[config.mk]
export PLATFORM = sky130hd
export DESIGN_NAME = keypad_card_door_lock_top_flat
export DESIGN_NICKNAME = d
export VERILOG_FILES = /design/src/hw/rtl/kcdl_pkg.sv /design/src/hw/rtl/kcdl_if.sv /design/src/hw/rtl/keypad_card_door_lock_top.sv /design/src/hw/rtl/kcdl_core.sv /design/src/flat_wrapper.sv
export VERILOG_INCLUDE_DIRS = /design/src /design/src/hw/rtl
export SDC_FILE = /design/constraint.sdc
export NUM_CORES = 1
export LEC_CHECK = 0
export BUFFER_PORTS_ARGS = -buffer_cell sky130_fd_sc_hd__buf_2
export CORE_MARGIN = 2
export CORE_UTILIZATION = 45
export CTS_CLUSTER_SIZE = 8
export DETAILED_ROUTE_END_ITERATION = 10
export PLACE_DENSITY_LB_ADDON = 0.3
export SKIP_LAST_GASP = 1
export SLEW_MARGIN = 5
export SYNTH_ARGS = -nofsm -noshare
export SYNTH_HDL_FRONTEND = slang
export SYNTH_SLANG_ARGS = --single-unit
[constraint.sdc]
create_clock -name clk -period 3.3 [get_ports clk]
set_input_delay 0.495 -clock clk [delete_from_list [all_inputs] [get_ports clk]]
set_output_delay 0.495 -clock clk [all_outputs]
set_load 0.05 [all_outputs]
[src/hw/rtl/keypad_card_door_lock_top_defines.svh]
// ----------------------------------------------------------------------------
// Door lock assertion macros
// Shared concurrent assertion forms used by the door lock RTL.
// ----------------------------------------------------------------------------
`ifndef KEYPAD_CARD_DOOR_LOCK_TOP_DEFINES_SVH
`define KEYPAD_CARD_DOOR_LOCK_TOP_DEFINES_SVH

// Check a condition at every clock edge outside reset.
`define KCDL_ASSERT_ALWAYS(label, expr, msg) \
    label: assert property (@(posedge clk) disable iff (!rst_n) (expr)) \
        else $error(msg);

// Check a consequence at the clock after a condition.
`define KCDL_ASSERT_NEXT(label, ante, cons, msg) \
    label: assert property (@(posedge clk) disable iff (!rst_n) (ante) |=> (cons)) \
        else $error(msg);

`endif

[src/hw/rtl/kcdl_pkg.sv]
// ----------------------------------------------------------------------------
// Door lock package
// Field widths, codes and payload types shared by the door lock RTL.
// ----------------------------------------------------------------------------
package kcdl_pkg;

    localparam int OP_W      = 2;
    localparam int KEY_W     = 4;
    localparam int UID_W     = 32;
    localparam int MODE_W    = 3;
    localparam int MISS_W    = 4;
    localparam int ENTRY_W   = 4;
    localparam int EVENT_W   = 3;
    localparam int TICK_W    = 16;
    localparam int CFG_IDX_W = 2;
    localparam int CFG_W     = 32;
    localparam int CODE_RST_DIGITS = 6;

    typedef enum logic [OP_W-1:0] {
        OP_KEY  = 2'd0,
        OP_TICK = 2'd1,
        OP_CARD = 2'd2,
        OP_NOP  = 2'd3
    } op_t;

    localparam logic [KEY_W-1:0] KEY_DIGIT_MAX = 4'd9;
    localparam logic [KEY_W-1:0] KEY_CLEAR     = 4'd10;
    localparam logic [KEY_W-1:0] KEY_BACK      = 4'd11;
    localparam logic [KEY_W-1:0] KEY_CHANGE    = 4'd12;
    localparam logic [KEY_W-1:0] KEY_STAR      = 4'd14;
    localparam logic [KEY_W-1:0] KEY_HASH      = 4'd15;

    typedef enum logic [MODE_W-1:0] {
        MODE_LOCKED  = 3'd0,
        MODE_ENTER   = 3'd1,
        MODE_OPEN    = 3'd2,
        MODE_LOCKOUT = 3'd3,
        MODE_REJECT  = 3'd4,
        MODE_OLD     = 3'd5,
        MODE_NEW     = 3'd6
    } mode_t;

    localparam logic [EVENT_W-1:0] EV_NONE     = 3'd0;
    localparam logic [EVENT_W-1:0] EV_OPENED   = 3'd1;
    localparam logic [EVENT_W-1:0] EV_WRONG    = 3'd2;
    localparam logic [EVENT_W-1:0] EV_LOCKOUT  = 3'd3;
    localparam logic [EVENT_W-1:0] EV_RELOCKED = 3'd4;
    localparam logic [EVENT_W-1:0] EV_CHANGED  = 3'd5;
    localparam logic [EVENT_W-1:0] EV_OLD_BAD  = 3'd6;

    localparam logic [CFG_IDX_W-1:0] CFG_OPEN_TICKS    = 2'd0;
    localparam logic [CFG_IDX_W-1:0] CFG_LOCKOUT_TICKS = 2'd1;
    localparam logic [CFG_IDX_W-1:0] CFG_MAX_WRONG     = 2'd2;
    localparam logic [CFG_IDX_W-1:0] CFG_CARD_ID       = 2'd3;

    localparam logic [TICK_W-1:0] OPEN_TICKS_RST    = 16'd500;
    localparam logic [TICK_W-1:0] LOCKOUT_TICKS_RST = 16'd500;
    localparam logic [MISS_W-1:0] MAX_WRONG_RST     = 4'd3;
    localparam logic [UID_W-1:0]  CARD_ID_RST       = 32'h1960_C9A3;

    typedef struct packed {
        logic [OP_W-1:0]  op;
        logic [KEY_W-1:0] key_code;
        logic [UID_W-1:0] card_uid;
    } cmd_t;

    typedef struct packed {
        logic [MODE_W-1:0]  mode;
        logic               relay_on;
        logic               buzzer_on;
        logic [MISS_W-1:0]  wrong_tries;
        logic [ENTRY_W-1:0] entry_count;
        logic [EVENT_W-1:0] event_code;
    } status_t;

    typedef struct packed {
        logic [TICK_W-1:0] open_ticks;
        logic [TICK_W-1:0] lockout_ticks;
        logic [MISS_W-1:0] max_wrong;
        logic [UID_W-1:0]  card_id;
    } cfg_t;

endpackage

[src/hw/rtl/kcdl_if.sv]
// ----------------------------------------------------------------------------
// Door lock channel interfaces
// Valid/ready channels for events in and status results out.
// ----------------------------------------------------------------------------
interface kcdl_cmd_if
    import kcdl_pkg::*;
();
    logic             valid;
    logic             ready;
    logic [OP_W-1:0]  op;
    logic [KEY_W-1:0] key_code;
    logic [UID_W-1:0] card_uid;

    modport source (output valid, op, key_code, card_uid, input ready);
    modport sink   (input valid, op, key_code, card_uid, output ready);
endinterface

interface kcdl_status_if
    import kcdl_pkg::*;
();
    logic               valid;
    logic               ready;
    logic [MODE_W-1:0]  mode;
    logic               relay_on;
    logic               buzzer_on;
    logic [MISS_W-1:0]  wrong_tries;
    logic [ENTRY_W-1:0] entry_count;
    logic [EVENT_W-1:0] event_code;

    modport source (output valid, mode, relay_on, buzzer_on, wrong_tries, entry_count,
                    event_code, input ready);
    modport sink   (input valid, mode, relay_on, buzzer_on, wrong_tries, entry_count,
                    event_code, output ready);
endinterface

[src/hw/rtl/keypad_card_door_lock_top.sv]
// ----------------------------------------------------------------------------
// Keypad and card door lock
// Top level: event input register, result register and configuration.
// ----------------------------------------------------------------------------
// The lock takes one event per transfer on cmd (key press, 10 ms tick or card
// read; op 3 is a no-op) and returns exactly one status transfer per event on
// status, carrying the mode, relay and buzzer levels, the wrong-try count, the
// entry length and an event code, all as they stand after that event. Events
// are taken at one per clock cycle while status is ready: an event sits in the
// input register while the state core evaluates it and updates the lock state,
// and its result lands in the output register; a result held in the output
// register stalls the next step until it is transferred out. The rate is set by
// the state core's combinational step, which closes the loop from one event to
// the next. The input side keeps accepting while a result waits, until both
// registers hold an item. Configuration (open_ticks, lockout_ticks, max_wrong,
// card_id at indexes 0 to 3) is written through cfg_we/cfg_index/cfg_data; the
// user must write it only while the lock is idle, as the block does not enforce
// this. The stored code resets to 1,2,3,4,5,6.
// ----------------------------------------------------------------------------
module keypad_card_door_lock_top
    import kcdl_pkg::*;
#(
    parameter int MAX_DIGITS = 9
)(
    input  logic                 clk,
    input  logic                 rst_n,
    kcdl_cmd_if.sink             cmd,
    kcdl_status_if.source        status,
    input  logic                 cfg_we,
    input  logic [CFG_IDX_W-1:0] cfg_index,
    input  logic [CFG_W-1:0]     cfg_data
);

    cmd_t    cmd_reg;
    logic    cmd_valid_reg;
    status_t status_reg;
    logic    status_valid_reg;
    status_t step_status;
    cfg_t    cfg_reg;
    logic    adv;

    // Advance the held event when the result register is free or draining.
    assign adv       = cmd_valid_reg && (!status_valid_reg || status.ready);
    assign cmd.ready = !cmd_valid_reg || adv;

    // Input register: capture each transfer, drop the valid once consumed.
    always_ff @(posedge clk or negedge rst_n)
    begin
        if (!rst_n)
        begin
            cmd_valid_reg <= 1'b0;
        end
        else if (cmd.ready)
        begin
            cmd_valid_reg <= cmd.valid;
        end
    end

    always_ff @(posedge clk)
    begin
        if (cmd.valid && cmd.ready)
        begin
            cmd_reg.op       <= cmd.op;
            cmd_reg.key_code <= cmd.key_code;
            cmd_reg.card_uid <= cmd.card_uid;
        end
    end

    kcdl_core #(
        .MAX_DIGITS (MAX_DIGITS)
    ) u_core (
        .clk    (clk),
        .rst_n  (rst_n),
        .adv    (adv),
        .cmd    (cmd_reg),
        .cfg    (cfg_reg),
        .status (step_status)
    );

    // Result register: load on advance, release on transfer out.
    always_ff @(posedge clk or negedge rst_n)
    begin
        if (!rst_n)
        begin
            status_valid_reg <= 1'b0;
        end
        else if (adv)
        begin
            status_valid_reg <= 1'b1;
        end
        else if (status.ready)
        begin
            status_valid_reg <= 1'b0;
        end
    end

    always_ff @(posedge clk)
    begin
        if (adv)
        begin
            status_reg <= step_status;
        end
    end

    assign status.valid       = status_valid_reg;
    assign status.mode        = status_reg.mode;
    assign status.relay_on    = status_reg.relay_on;
    assign status.buzzer_on   = status_reg.buzzer_on;
    assign status.wrong_tries = status_reg.wrong_tries;
    assign status.entry_count = status_reg.entry_count;
    assign status.event_code  = status_reg.event_code;

    // Configuration registers: hold reset values until written.
    always_ff @(posedge clk or negedge rst_n)
    begin
        if (!rst_n)
        begin
            cfg_reg.open_ticks    <= OPEN_TICKS_RST;
            cfg_reg.lockout_ticks <= LOCKOUT_TICKS_RST;
            cfg_reg.max_wrong     <= MAX_WRONG_RST;
            cfg_reg.card_id       <= CARD_ID_RST;
        end
        else if (cfg_we)
        begin
            case (cfg_index)
                CFG_OPEN_TICKS:    cfg_reg.open_ticks    <= cfg_data[TICK_W-1:0];
                CFG_LOCKOUT_TICKS: cfg_reg.lockout_ticks <= cfg_data[TICK_W-1:0];
                CFG_MAX_WRONG:     cfg_reg.max_wrong     <= cfg_data[MISS_W-1:0];
                CFG_CARD_ID:       cfg_reg.card_id       <= cfg_data[UID_W-1:0];
                default:
                begin
                end
            endcase
        end
    end

endmodule

[src/hw/rtl/kcdl_core.sv]
// ----------------------------------------------------------------------------
// Door lock state core
// Lock state registers and the combinational step for one event.
// ----------------------------------------------------------------------------
`include "keypad_card_door_lock_top_defines.svh"

module kcdl_core
    import kcdl_pkg::*;
#(
    parameter int MAX_DIGITS = 9
)(
    input  logic    clk,
    input  logic    rst_n,
    input  logic    adv,
    input  cmd_t    cmd,
    input  cfg_t    cfg,
    output status_t status
);

    localparam int LEN_W = $clog2(MAX_DIGITS + 1);
    localparam int IDX_W = $clog2(MAX_DIGITS);
    localparam int CODE_RST_LEN =
        (MAX_DIGITS < CODE_RST_DIGITS) ? MAX_DIGITS : CODE_RST_DIGITS;

    mode_t              mode_reg, mode_next;
    logic [KEY_W-1:0]   entry_reg [MAX_DIGITS];
    logic [KEY_W-1:0]   entry_next [MAX_DIGITS];
    logic [LEN_W-1:0]   entry_len_reg, entry_len_next;
    logic [KEY_W-1:0]   code_reg [MAX_DIGITS];
    logic [KEY_W-1:0]   code_next [MAX_DIGITS];
    logic [LEN_W-1:0]   code_len_reg, code_len_next;
    logic [MISS_W-1:0]  miss_reg, miss_next;
    logic [TICK_W-1:0]  elapsed_reg, elapsed_next;
    logic               buzz_reg, buzz_next;
    logic               relay_reg, relay_next;
    logic [EVENT_W-1:0] ev;

    logic [MAX_DIGITS-1:0] hit;
    logic                  code_match;
    logic [TICK_W-1:0]     elapsed_inc;
    logic [TICK_W-1:0]     limit;
    logic [3:0]            byte_differs;
    logic                  card_wrong;
    logic [KEY_W-1:0]      key;

    // Symbol-wise compare; positions past the entry length do not count.
    always_comb
    begin
        for (int i = 0; i < MAX_DIGITS; i++)
        begin
            hit[i] = (LEN_W'(i) >= entry_len_reg) || (entry_reg[i] == code_reg[i]);
        end
        code_match = (entry_len_reg == code_len_reg) && (&hit);
    end

    always_comb
    begin
        for (int b = 0; b < 4; b++)
        begin
            byte_differs[b] = (cmd.card_uid[8*b +: 8] != 8'd0) &&
                              (cmd.card_uid[8*b +: 8] != cfg.card_id[8*b +: 8]);
        end
        card_wrong = &byte_differs;
    end

    assign elapsed_inc = (elapsed_reg != '1) ? elapsed_reg + 16'd1 : elapsed_reg;
    assign limit       = (mode_reg == MODE_OPEN) ? cfg.open_ticks : cfg.lockout_ticks;
    assign key         = cmd.key_code;

    always_comb
    begin
        mode_next      = mode_reg;
        entry_next     = entry_reg;
        entry_len_next = entry_len_reg;
        code_next      = code_reg;
        code_len_next  = code_len_reg;
        miss_next      = miss_reg;
        elapsed_next   = elapsed_reg;
        buzz_next      = buzz_reg;
        relay_next     = relay_reg;
        ev             = EV_NONE;

        case (cmd.op)
            OP_KEY:
            begin
                if (key == KEY_CHANGE)
                begin
                    if (mode_reg != MODE_OPEN && mode_reg != MODE_LOCKOUT)
                    begin
                        entry_len_next = '0;
                        mode_next      = MODE_OLD;
                    end
                end
                else
                begin
                    case (mode_reg)
                        MODE_LOCKED:
                        begin
                            if (key == KEY_STAR)
                            begin
                                mode_next = MODE_ENTER;
                            end
                        end
                        MODE_ENTER, MODE_OLD, MODE_NEW:
                        begin
                            if (key == KEY_CLEAR)
                            begin
                                entry_len_next = '0;
                            end
                            else if (key == KEY_BACK)
                            begin
                                if (entry_len_reg != '0)
                                begin
                                    entry_len_next = entry_len_reg - 1'b1;
                                end
                            end
                            else if (key == KEY_HASH)
                            begin
                                entry_len_next = '0;
                                if (mode_reg == MODE_ENTER)
                                begin
                                    if (code_match)
                                    begin
                                        mode_next    = MODE_OPEN;
                                        relay_next   = 1'b1;
                                        elapsed_next = '0;
                                        miss_next    = '0;
                                        ev           = EV_OPENED;
                                    end
                                    else if (miss_reg < cfg.max_wrong)
                                    begin
                                        miss_next = miss_reg + 1'b1;
                                        ev        = EV_WRONG;
                                    end
                                    else
                                    begin
                                        mode_next    = MODE_LOCKOUT;
                                        elapsed_next = '0;
                                        ev           = EV_LOCKOUT;
                                    end
                                end
                                else if (mode_reg == MODE_OLD)
                                begin
                                    if (code_match)
                                    begin
                                        mode_next = MODE_NEW;
                                    end
                                    else
                                    begin
                                        mode_next = MODE_LOCKED;
                                        ev        = EV_OLD_BAD;
                                    end
                                end
                                else
                                begin
                                    // An empty new code keeps the stored one.
                                    if (entry_len_reg != '0)
                                    begin
                                        code_next     = entry_reg;
                                        code_len_next = entry_len_reg;
                                        ev            = EV_CHANGED;
                                    end
                                    mode_next = MODE_LOCKED;
                                end
                            end
                            else if (mode_reg == MODE_ENTER || key <= KEY_DIGIT_MAX)
                            begin
                                if (entry_len_reg < LEN_W'(MAX_DIGITS))
                                begin
                                    entry_next[entry_len_reg[IDX_W-1:0]] = key;
                                    entry_len_next = entry_len_reg + 1'b1;
                                end
                            end
                        end
                        default:
                        begin
                        end
                    endcase
                end
            end
            OP_TICK:
            begin
                if (mode_reg == MODE_OPEN || mode_reg == MODE_LOCKOUT)
                begin
                    buzz_next    = ~buzz_reg;
                    elapsed_next = elapsed_inc;
                    if (elapsed_inc >= limit)
                    begin
                        buzz_next = 1'b0;
                        mode_next = MODE_LOCKED;
                        if (mode_reg == MODE_OPEN)
                        begin
                            relay_next = 1'b0;
                            ev         = EV_RELOCKED;
                        end
                    end
                end
                else if (mode_reg == MODE_REJECT)
                begin
                    mode_next = MODE_LOCKED;
                end
            end
            OP_CARD:
            begin
                if (mode_reg != MODE_LOCKOUT)
                begin
                    if (cmd.card_uid == cfg.card_id)
                    begin
                        entry_len_next = '0;
                        mode_next      = MODE_OPEN;
                        relay_next     = 1'b1;
                        elapsed_next   = '0;
                        miss_next      = '0;
                        ev             = EV_OPENED;
                    end
                    else if (card_wrong && mode_reg != MODE_OPEN)
                    begin
                        if (miss_reg < cfg.max_wrong)
                        begin
                            miss_next = miss_reg + 1'b1;
                            mode_next = MODE_REJECT;
                            ev        = EV_WRONG;
                        end
                        else
                        begin
                            mode_next    = MODE_LOCKOUT;
                            elapsed_next = '0;
                            ev           = EV_LOCKOUT;
                        end
                    end
                end
            end
            default:
            begin
            end
        endcase
    end

    // Result reflects the state after this event.
    always_comb
    begin
        status.mode        = mode_next;
        status.relay_on    = relay_next;
        status.buzzer_on   = buzz_next;
        status.wrong_tries = miss_next;
        status.entry_count = ENTRY_W'(entry_len_next);
        status.event_code  = ev;
    end

    always_ff @(posedge clk or negedge rst_n)
    begin
        if (!rst_n)
        begin
            mode_reg      <= MODE_LOCKED;
            entry_len_reg <= '0;
            code_len_reg  <= LEN_W'(CODE_RST_LEN);
            miss_reg      <= '0;
            elapsed_reg   <= '0;
            buzz_reg      <= 1'b0;
            relay_reg     <= 1'b0;
            for (int i = 0; i < MAX_DIGITS; i++)
            begin
                code_reg[i] <= (i < CODE_RST_DIGITS) ? KEY_W'(i + 1) : '0;
            end
        end
        else if (adv)
        begin
            mode_reg      <= mode_next;
            entry_len_reg <= entry_len_next;
            code_len_reg  <= code_len_next;
            miss_reg      <= miss_next;
            elapsed_reg   <= elapsed_next;
            buzz_reg      <= buzz_next;
            relay_reg     <= relay_next;
            code_reg      <= code_next;
        end
    end

    // Entry symbols carry no reset; only positions below the length are read.
    always_ff @(posedge clk)
    begin
        if (adv)
        begin
            entry_reg <= entry_next;
        end
    end

    `KCDL_ASSERT_ALWAYS(a_relay_iff_open, relay_reg == (mode_reg == MODE_OPEN), "relay and open mode disagree")
    `KCDL_ASSERT_ALWAYS(a_buzz_mode, !buzz_reg || mode_reg == MODE_OPEN || mode_reg == MODE_LOCKOUT, "buzzer on outside open or lockout")
    `KCDL_ASSERT_ALWAYS(a_entry_bound, entry_len_reg <= LEN_W'(MAX_DIGITS), "entry length beyond capacity")
    `KCDL_ASSERT_NEXT(a_hold_idle, !adv, $stable(mode_reg) && $stable(miss_reg), "lock state moved without an event")

endmodule
[src/flat_wrapper.sv]
// flat-port wrapper written by rule: the top's interface ports become plain ports
module keypad_card_door_lock_top_flat import kcdl_pkg::*;
#(
    parameter int MAX_DIGITS = 9
)
  (clk, rst_n, cfg_we, cfg_index, cfg_data, cmd_valid, cmd_op, cmd_key_code, cmd_card_uid, cmd_ready, status_valid, status_mode, status_relay_on, status_buzzer_on, status_wrong_tries, status_entry_count, status_event_code, status_ready);
  kcdl_cmd_if cmd_i ();
  kcdl_status_if status_i ();
  input  logic clk;
  input  logic rst_n;
  input  logic cfg_we;
  input  logic [CFG_IDX_W-1:0] cfg_index;
  input  logic [CFG_W-1:0] cfg_data;
  input wire logic [$bits(cmd_i.valid)-1:0] cmd_valid;
  input wire logic [$bits(cmd_i.op)-1:0] cmd_op;
  input wire logic [$bits(cmd_i.key_code)-1:0] cmd_key_code;
  input wire logic [$bits(cmd_i.card_uid)-1:0] cmd_card_uid;
  output wire logic [$bits(cmd_i.ready)-1:0] cmd_ready;
  output wire logic [$bits(status_i.valid)-1:0] status_valid;
  output wire logic [$bits(status_i.mode)-1:0] status_mode;
  output wire logic [$bits(status_i.relay_on)-1:0] status_relay_on;
  output wire logic [$bits(status_i.buzzer_on)-1:0] status_buzzer_on;
  output wire logic [$bits(status_i.wrong_tries)-1:0] status_wrong_tries;
  output wire logic [$bits(status_i.entry_count)-1:0] status_entry_count;
  output wire logic [$bits(status_i.event_code)-1:0] status_event_code;
  input wire logic [$bits(status_i.ready)-1:0] status_ready;
  assign cmd_i.valid = cmd_valid;
  assign cmd_i.op = cmd_op;
  assign cmd_i.key_code = cmd_key_code;
  assign cmd_i.card_uid = cmd_card_uid;
  assign cmd_ready = cmd_i.ready;
  assign status_valid = status_i.valid;
  assign status_mode = status_i.mode;
  assign status_relay_on = status_i.relay_on;
  assign status_buzzer_on = status_i.buzzer_on;
  assign status_wrong_tries = status_i.wrong_tries;
  assign status_entry_count = status_i.entry_count;
  assign status_event_code = status_i.event_code;
  assign status_i.ready = status_ready;
  keypad_card_door_lock_top #(.MAX_DIGITS(MAX_DIGITS)) u_core (.clk(clk), .rst_n(rst_n), .cmd(cmd_i), .status(status_i), .cfg_we(cfg_we), .cfg_index(cfg_index), .cfg_data(cfg_data));
endmodule
==> results by group, run 1 <==
Global route
  – Total global routing overflow: 0
  – Antenna violations before repair: 0
  – Vias in the first global route: 8005
  – GR Util All Layers: 20.7%
  – First-pass GRT wire length: 43200 um
  – Largest net degree at the start of global routing: between 50 and 60

Worst setup path
  – CP max-delay cell: dfrtp_1
  – CP Capture Type: register
  – Crit-path cells: nand3_2 > nor3_4 > nand3_2 > nor3_2 > mux2_4 > ha_4 > nand4_1 > o31ai_4 > nor2_4 > buf_6 > o31ai_4 > a31oi_1 > a21boi_2
  – CP required: 3520 ps
  – CP bufs+invs: 1
  – Critical path peak fanout: 4
  – Worst Setup Path Type: register to register
  – Max incr delay on CP: about 370 ps
  – Critical path depth: 13
  – Worst path top cell family by delay: simple AND/OR/NAND/NOR gates
  – Launch point of the worst reg-to-reg path: u_core.u_core.elapsed_reg[4]
  – WP data arrival: approximately 3500 ps
  – R2R depth: 13
  – Reg2Reg Setup Slack: 50 ps
  – Launch point of the critical path: u_core.u_core.elapsed_reg[4]
  – Startpoint types: register

Power and ir drop
  – Overall Power: a little under 9 mW
  – Net Sw Frac: between 20% and 30%
  – Lkg Pwr: 5.86 nW
  – Peak VDD IR: 0.000394 V
  – P_sw: 2.55 mW
  – Comb pwr share: 22.0%
  – Clock share of power: 36.6%
  – PD cells: 623 nW/um2
  – Seq pwr share: 41.4%
  – Cell internal pwr: around 6.2 mW

Drt
  – Drt pass-1 iters: 6
  – Number of vias per cell: approximately 5.6
  – Antenna Nets Post-Route: 0
  – Initial drt markers: 514
  – Via count: roughly 8100
  – Drc violations: 0
  – Wirelength per Cell: between 15 and 20 um
  – DRT Wirelength: 27100 um

STA
  – Hold Vio Cnt, Final: 0
  – Layout Skew: 16.6 ps
  – Worst-Margin Slew: 985 ps
  – Sum of negative setup slack: 0 ps
  – Slew Limit Fails: 0
  – RSZ-0062 raised after global routing: true
  – Max Fclk: 308 MHz
  – Setup-failing EPs final: 0
  – Slew Limit Headroom: 33.9%
  – Tcrit/Tclk final: 98.5%
  – Tmin final: 3250 ps

Layout
  – Ant. Diodes: 0
  – Final Instance Area: 14000 um2
  – Max reg flops: 68
  – Most common cell after layout, fill and taps aside: mux2_2
  – Most frequent cells in the layout: mux2_2 (106), dfrtp_1 (101), buf_2 (93)
  – Nets: 1211
  – Final Non-Filler Cells: 1460
  – Layout cells sized above 1: 36.5%
  – Fillcell total: 2114
  – Post-layout util: a little under three fifths
  – Area Overhead vs Synth: 22.7%

Hold path
  – Hold depth: 1
  – HP Start: cmd_card_uid[12]
  – Worst hold path class: primary input to register

Die
  – Die W: 163 um
  – Core ar.: ~25000 um2
  – I/O Pins: 95
  – Rows: 58
  – Die H: 163 um
  – Starting Density: 45.6%
  – Die ar.: 26700 um2

Clocking
  – H-tree depth: 2
  – CTS tree: yes
  – Worst-path clk slew: 50 ps
  – Clock Sink Count: 229
  – Num CTS Buffers: 34
  – Max Root-Sink Buffers: 3
  – Clock root buffer: clkbuf_16
  – Clock latency on the worst-skew pair: 500 ps

Placed design
  – Placed insts: 1395
  – Gpl congestion: 0.931
  – Post-DP Area: 12800 um2
  – Hpwl dp: 18900 um
  – IO buf count: 94

Synthesis
  – Synthesized area per cell: 12.2 um2
  – Post-Synthesis Cells: between 900 and 1000
  – Main synth FF type: dfrtp_1
  – Register area share after synthesis: 54.5%
  – Synth async-reset ratio: about three fifths
  – EDFF count, synth: 90
  – Yosys warning count: 0
  – Cell Area, Synth: 11400 um2
  – Syn_nets: 1040
  – Seq cells post-synth: 229
  – Netlist cell types: 77

Flow run
  – Max cap viols: 0

Run status
  – Status: finished clean
[per-layer routing]
metal	GRT usage, %	wire length (um)
met3	4.42	1880
met5	0	0
met4	5.79	539
met1	29.3	12200
met2	32.1	12400
[through the flow]
stage                     hold WS [ps]  setup WS (ps)
final                              177           51.1
after global routing               158          -55.7
after CTS                          159           7.00
after detailed placement           474           -176
after global placement             477          -22.6
after floorplan                    199           24.5
[kinds of logic (layout without fill, tap and decap cells)]
family | count (synthesis) | in the layout | share of synthesized area, %
and+or+nand+nor | 246 | 246 | 11.4
DFF | 229 | 229 | 54.5
AOI/OAI and AO/OA | 156 | 156 | 9.78
muxes | 130 | 130 | 12.6
xor gates and xnor gates | 81 | 81 | 6.21
buffers and inverters | 63 | 259 | 2.22
adders and majority gates | 29 | 29 | 3.18
[worst paths after layout]
kind / end
setup / recovery: u_core.status.mode[1]
hold / removal: u_core.cmd_reg[12]
setup reg to reg: u_core.status.mode[1]
hold reg to reg: u_core.status.valid
max in group asynchronous: u_core.cfg_reg[8]
min in group asynchronous: u_core.u_core.miss_reg[2]
[power groups by stage]
stage	clock network (mW)	registers (mW)	logic (mW)
2_1_floorplan	0	3.69	1.15
3_3_place_gp	0	3.64	1.81
3_5_place_dp	0	3.65	1.83
4_1_cts	3.26	3.60	1.87
5_1_grt	3.41	3.65	2.11
6_report	3.19	3.61	1.92
[Yosys cell counts (all sizes together), types with 24 or more instances]
master	count	area share, %
a21oi	31	1.4
o21ai	34	1.5
ha	29	3.2
nand2	67	2.3
xor2	53	4.1
dfstp	38	8.7
clkbuf	24	0.79
nor2	44	1.4
dfrtp	101	22
edfxtp	90	24
nor4	27	1.9
inv	24	0.79
mux2	114	11
xnor2	28	2.1
[layout make-up]
type	instances	area [um2]	share of cell area, %
Timing Repair Buffer	172	1110	7.95
Tap cell	330	413	2.95
Inverter	26	97.6	0.697
Clock buffer	60	980	6.99
Multi-Input combinational cell	642	5170	36.9
Clock inverter	1	8.76	0.0625
Sequential cell	229	6230	44.5
[what timing repair did]
action                     CTS  global route
hold buffers                 1             0
gates resized for setup     10            39
buffers inserted             1             3
setup endpoints to repair    6             9
hold endpoints to repair    34             0
pin swaps                    4            22
Power figures use the tool's default switching activity.
==> inputs of run 2 (changes only) <==
==> constraint.sdc (replaced) <==
create_clock -name clk -period 3.3 [get_ports clk]
set_input_delay 0 -clock clk [delete_from_list [all_inputs] [get_ports clk]]
set_output_delay 0 -clock clk [all_outputs]
set_load 0.05 [all_outputs]
==> run 2 against run 1 <==
Count of clock-buffer cells in the layout stayed put; clock power hardly changed; wire length is 7.1% higher; critical path depth is 3 higher; sequential power hardly changed; critical endpoint is now u_core.u_core.mode_reg[1]; largest cell class unchanged.
==> results by group, run 2 (synthesis results as in run 1) <==
Clocking
  – CTS tree: yes
  – H-tree depth: 2 (unchanged)
  – Max Root-Sink Buffers: 3 (unchanged)
  – Worst-path clk slew: 60 ps (about the same)
  – Clock root buffer: clkbuf_16
  – Clock Sink Count: 229 (unchanged)
  – Clock latency on the worst-skew pair: 500 ps (about the same)
  – Num CTS Buffers: 34 (unchanged)

STA
  – Setup-failing EPs final: 0 (unchanged)
  – Final WS setup: 82.7 ps (+31.7 ps)
  – Slew Limit Headroom: 36.4% (+2.5 points)
  – RSZ-0062 raised after global routing: true
  – Hold_ws: 171 ps (-5.91 ps)
  – Layout Skew: 17.3 ps (+0.654 ps)
  – Tcrit/Tclk final: 97.5% (-0.96 points)
  – Slew Limit Fails: 0 (unchanged)
  – Hold Vio Cnt, Final: 0 (unchanged)
  – Worst-Margin Slew: 954 ps (-31.4 ps)
  – Tmin final: 3220 ps (-31.7 ps)
  – Sum of negative setup slack: 0 ps (unchanged)
  – Max Fclk: 311 MHz (+0.99%)

Placed design
  – Place WS: -144 ps (+32.5 ps)
  – Hpwl dp: 18600 um (-1.2%)
  – IO buf count: 94 (unchanged)
  – Gpl congestion: 0.875 (-6.1%)

Global route
  – GR Util All Layers: 22.2% (+1.5 points)
  – Antenna violations before repair: 0 (unchanged)
  – Vias in the first global route: 8650 (+8.1%)
  – Total global routing overflow: 0 (unchanged)
  – Largest net degree at the start of global routing: 99 (+83%)
  – First-pass GRT wire length: 46200 um (+7.1%)

Layout
  – Area Overhead vs Synth: 29.2%
  – Nets: 1290 (+6.5%)
  – Most common cell after layout, fill and taps aside: mux2_2
  – Register area: 6230 um2 (unchanged)
  – Max reg flops: 68 (unchanged)
  – Ant. Diodes: 0 (unchanged)
  – Multi-input gate area: 5150 um2 (-0.41%)
  – Fillcell total: 2027 (-4.1%)
  – Most frequent cells in the layout: mux2_2 (107), dfrtp_1 (101), buf_2 (93)
  – Layout cells sized above 1: 34.2% (-2.3 points)

Power and ir drop
  – Net Sw Frac: 29.3% (+0.089 points)
  – Lkg Pwr: 6.19 nW (+5.7%)
  – PD cells: 598 nW/um2 (-4.0%)
  – Comb pwr share: 22.5% (+0.5 points)
  – Clock share of power: 36.5% (about the same)
  – Cell internal pwr: 6.23 mW (+0.94%)
  – P_sw: 2.58 mW (+1.4%)
  – Seq pwr share: 41.0% (-0.4 points)
  – Peak VDD IR: 0.000469 V (+19%)

Worst setup path
  – Max incr delay on CP: 360 ps (about the same)
  – CP required: 3720 ps (+200 ps)
  – Crit-path cells: nand3_1 > nor2_2 > nand3_4 > buf_4 > buf_4 > nand3_2 > ha_1 > a21o_1 > a21o_1 > a21oi_2 > o31ai_4 > nor2_4 > buf_6 > o221ai_1 > a31o_2 > a21oi_1
  – Worst Setup Path Type: register to register
  – Launch point of the worst reg-to-reg path: u_core.u_core.elapsed_reg[15]
  – Worst path top cell family by delay: compound AO/OA/AOI/OAI gates
  – WP data arrival: 3640 ps (+170 ps)
  – CP bufs+invs: 3 (+2)
  – Reg2Reg Setup Slack: 80 ps (+30 ps)
  – CP max-delay cell: dfrtp_1
  – Critical path peak fanout: 6 (+2)
  – Reg2reg end: u_core.u_core.mode_reg[1]
  – R2R depth: 16 (+3)
  – Startpoint types: register
  – CP Capture Type: register

Drt
  – Drt pass-1 iters: 4 (-2)
  – Wirelength per Cell: 18.8 um (+1.6%)
  – Number of vias per cell: 5.44 (-1.9%)
  – Initial drt markers: 483 (-6.0%)
  – Antenna Nets Post-Route: 0 (unchanged)
  – Via count: 8378 (+3.4%)
  – Drc violations: 0 (unchanged)
  – DRT Wirelength: 29000 um (+7.1%)

Hold path
  – HP Start: cfg_we
  – Hold Path End: u_core.cfg_reg[32]
  – Hold depth: 3 (+2)
  – Worst hold path class: primary input to register

Die
  – Core ar.: 25000 um2 (unchanged)
  – I/O Pins: 95 (unchanged)
  – Starting Density: 45.6% (unchanged)
  – Die ar.: 26700 um2 (unchanged)
  – Rows: 58 (unchanged)
  – Die H: 163 um (unchanged)
  – Die W: 163 um (unchanged)

Flow run
  – Max cap viols: 0 (unchanged)

Run status
  – Status: finished clean
==> run 2: cell type report <==
type | instances | share of cell area [%]
well taps | 330 | 2.80
repair buffers | 251 | 12.8
flip-flops and latches | 229 | 42.2
inverters | 26 | 0.661
multi-input cells | 642 | 34.9
clock inverters | 1 | 0.0594
clock buffers | 60 | 6.64
==> run 2: per-stage QoR <==
step           total power [mW]  instance area (um2)  util, %  instances
3_5_place_dp               5.47                12800     51.0       1395
5_1_grt                    9.27                14800     58.9       1539
3_3_place_gp               5.44                12800     51.0       1395
4_1_cts                    8.80                14500     58.0       1531
2_1_floorplan              4.85                11400        -        934
6_report                   8.82                14800     58.9       1539
==> run 2: how the worst max path moves through the flow <==
stage          slack [ps]                          start  cells after the start                        end
3_3_place_gp         -100   u_core.u_core.elapsed_reg[0]                     15      u_core.status.mode[1]
4_1_cts                -9   u_core.u_core.elapsed_reg[3]                     15      u_core.status.mode[1]
3_5_place_dp         -140   u_core.u_core.elapsed_reg[0]                     15      u_core.status.mode[1]
2_1_floorplan          20   u_core.u_core.elapsed_reg[3]                     15     u_core.status.relay_on
6_report               80  u_core.u_core.elapsed_reg[15]                     16  u_core.u_core.mode_reg[1]
5_1_grt               -70   u_core.u_core.elapsed_reg[8]                     16      u_core.status.mode[1]
==> run 2: power groups by stage <==
| stage | sequential, mW | clock [mW] | combinational (mW) |
|---|---|---|---|
| floorplan | 3.69 | 0 | 1.15 |
| detailed placement | 3.65 | 0 | 1.82 |
| global placement | 3.64 | 0 | 1.80 |
| finish | 3.62 | 3.21 | 1.99 |
| CTS | 3.61 | 3.29 | 1.91 |
| global route | 3.65 | 3.41 | 2.21 |
==> run 2: what timing repair did <==
action	in CTS	in global routing
pin swaps	4	16
setup endpoints to repair	6	9
hold endpoints to repair	178	0
buffers inserted	1	8
resized for setup	8	34
hold buffers	74	0
==> run 2: layer usage <==
metal / routed length [um] / vias to the layer above / track usage [%]
met1: 12800 / 4065 / 30.3
met5: 0 / - / 0
met3: 1890 / 58 / 3.96
li1: - / 3960 / -
met2: 13500 / 295 / 36.2
met4: 812 / 0 / 7.08
==> run 2: worst register-to-register path, stage by stage, from the launching register on <==
cell and delay, ps:
dfrtp_1 360, nand3_1 200, nor2_2 320, nand3_4 160, buf_4 170, buf_4 140
nand3_2 80, ha_1 250, a21o_1 180, a21o_1 180, a21oi_2 190, o31ai_4 120
nor2_4 160, buf_6 130, o221ai_1 120, a31o_2 270, a21oi_1 130
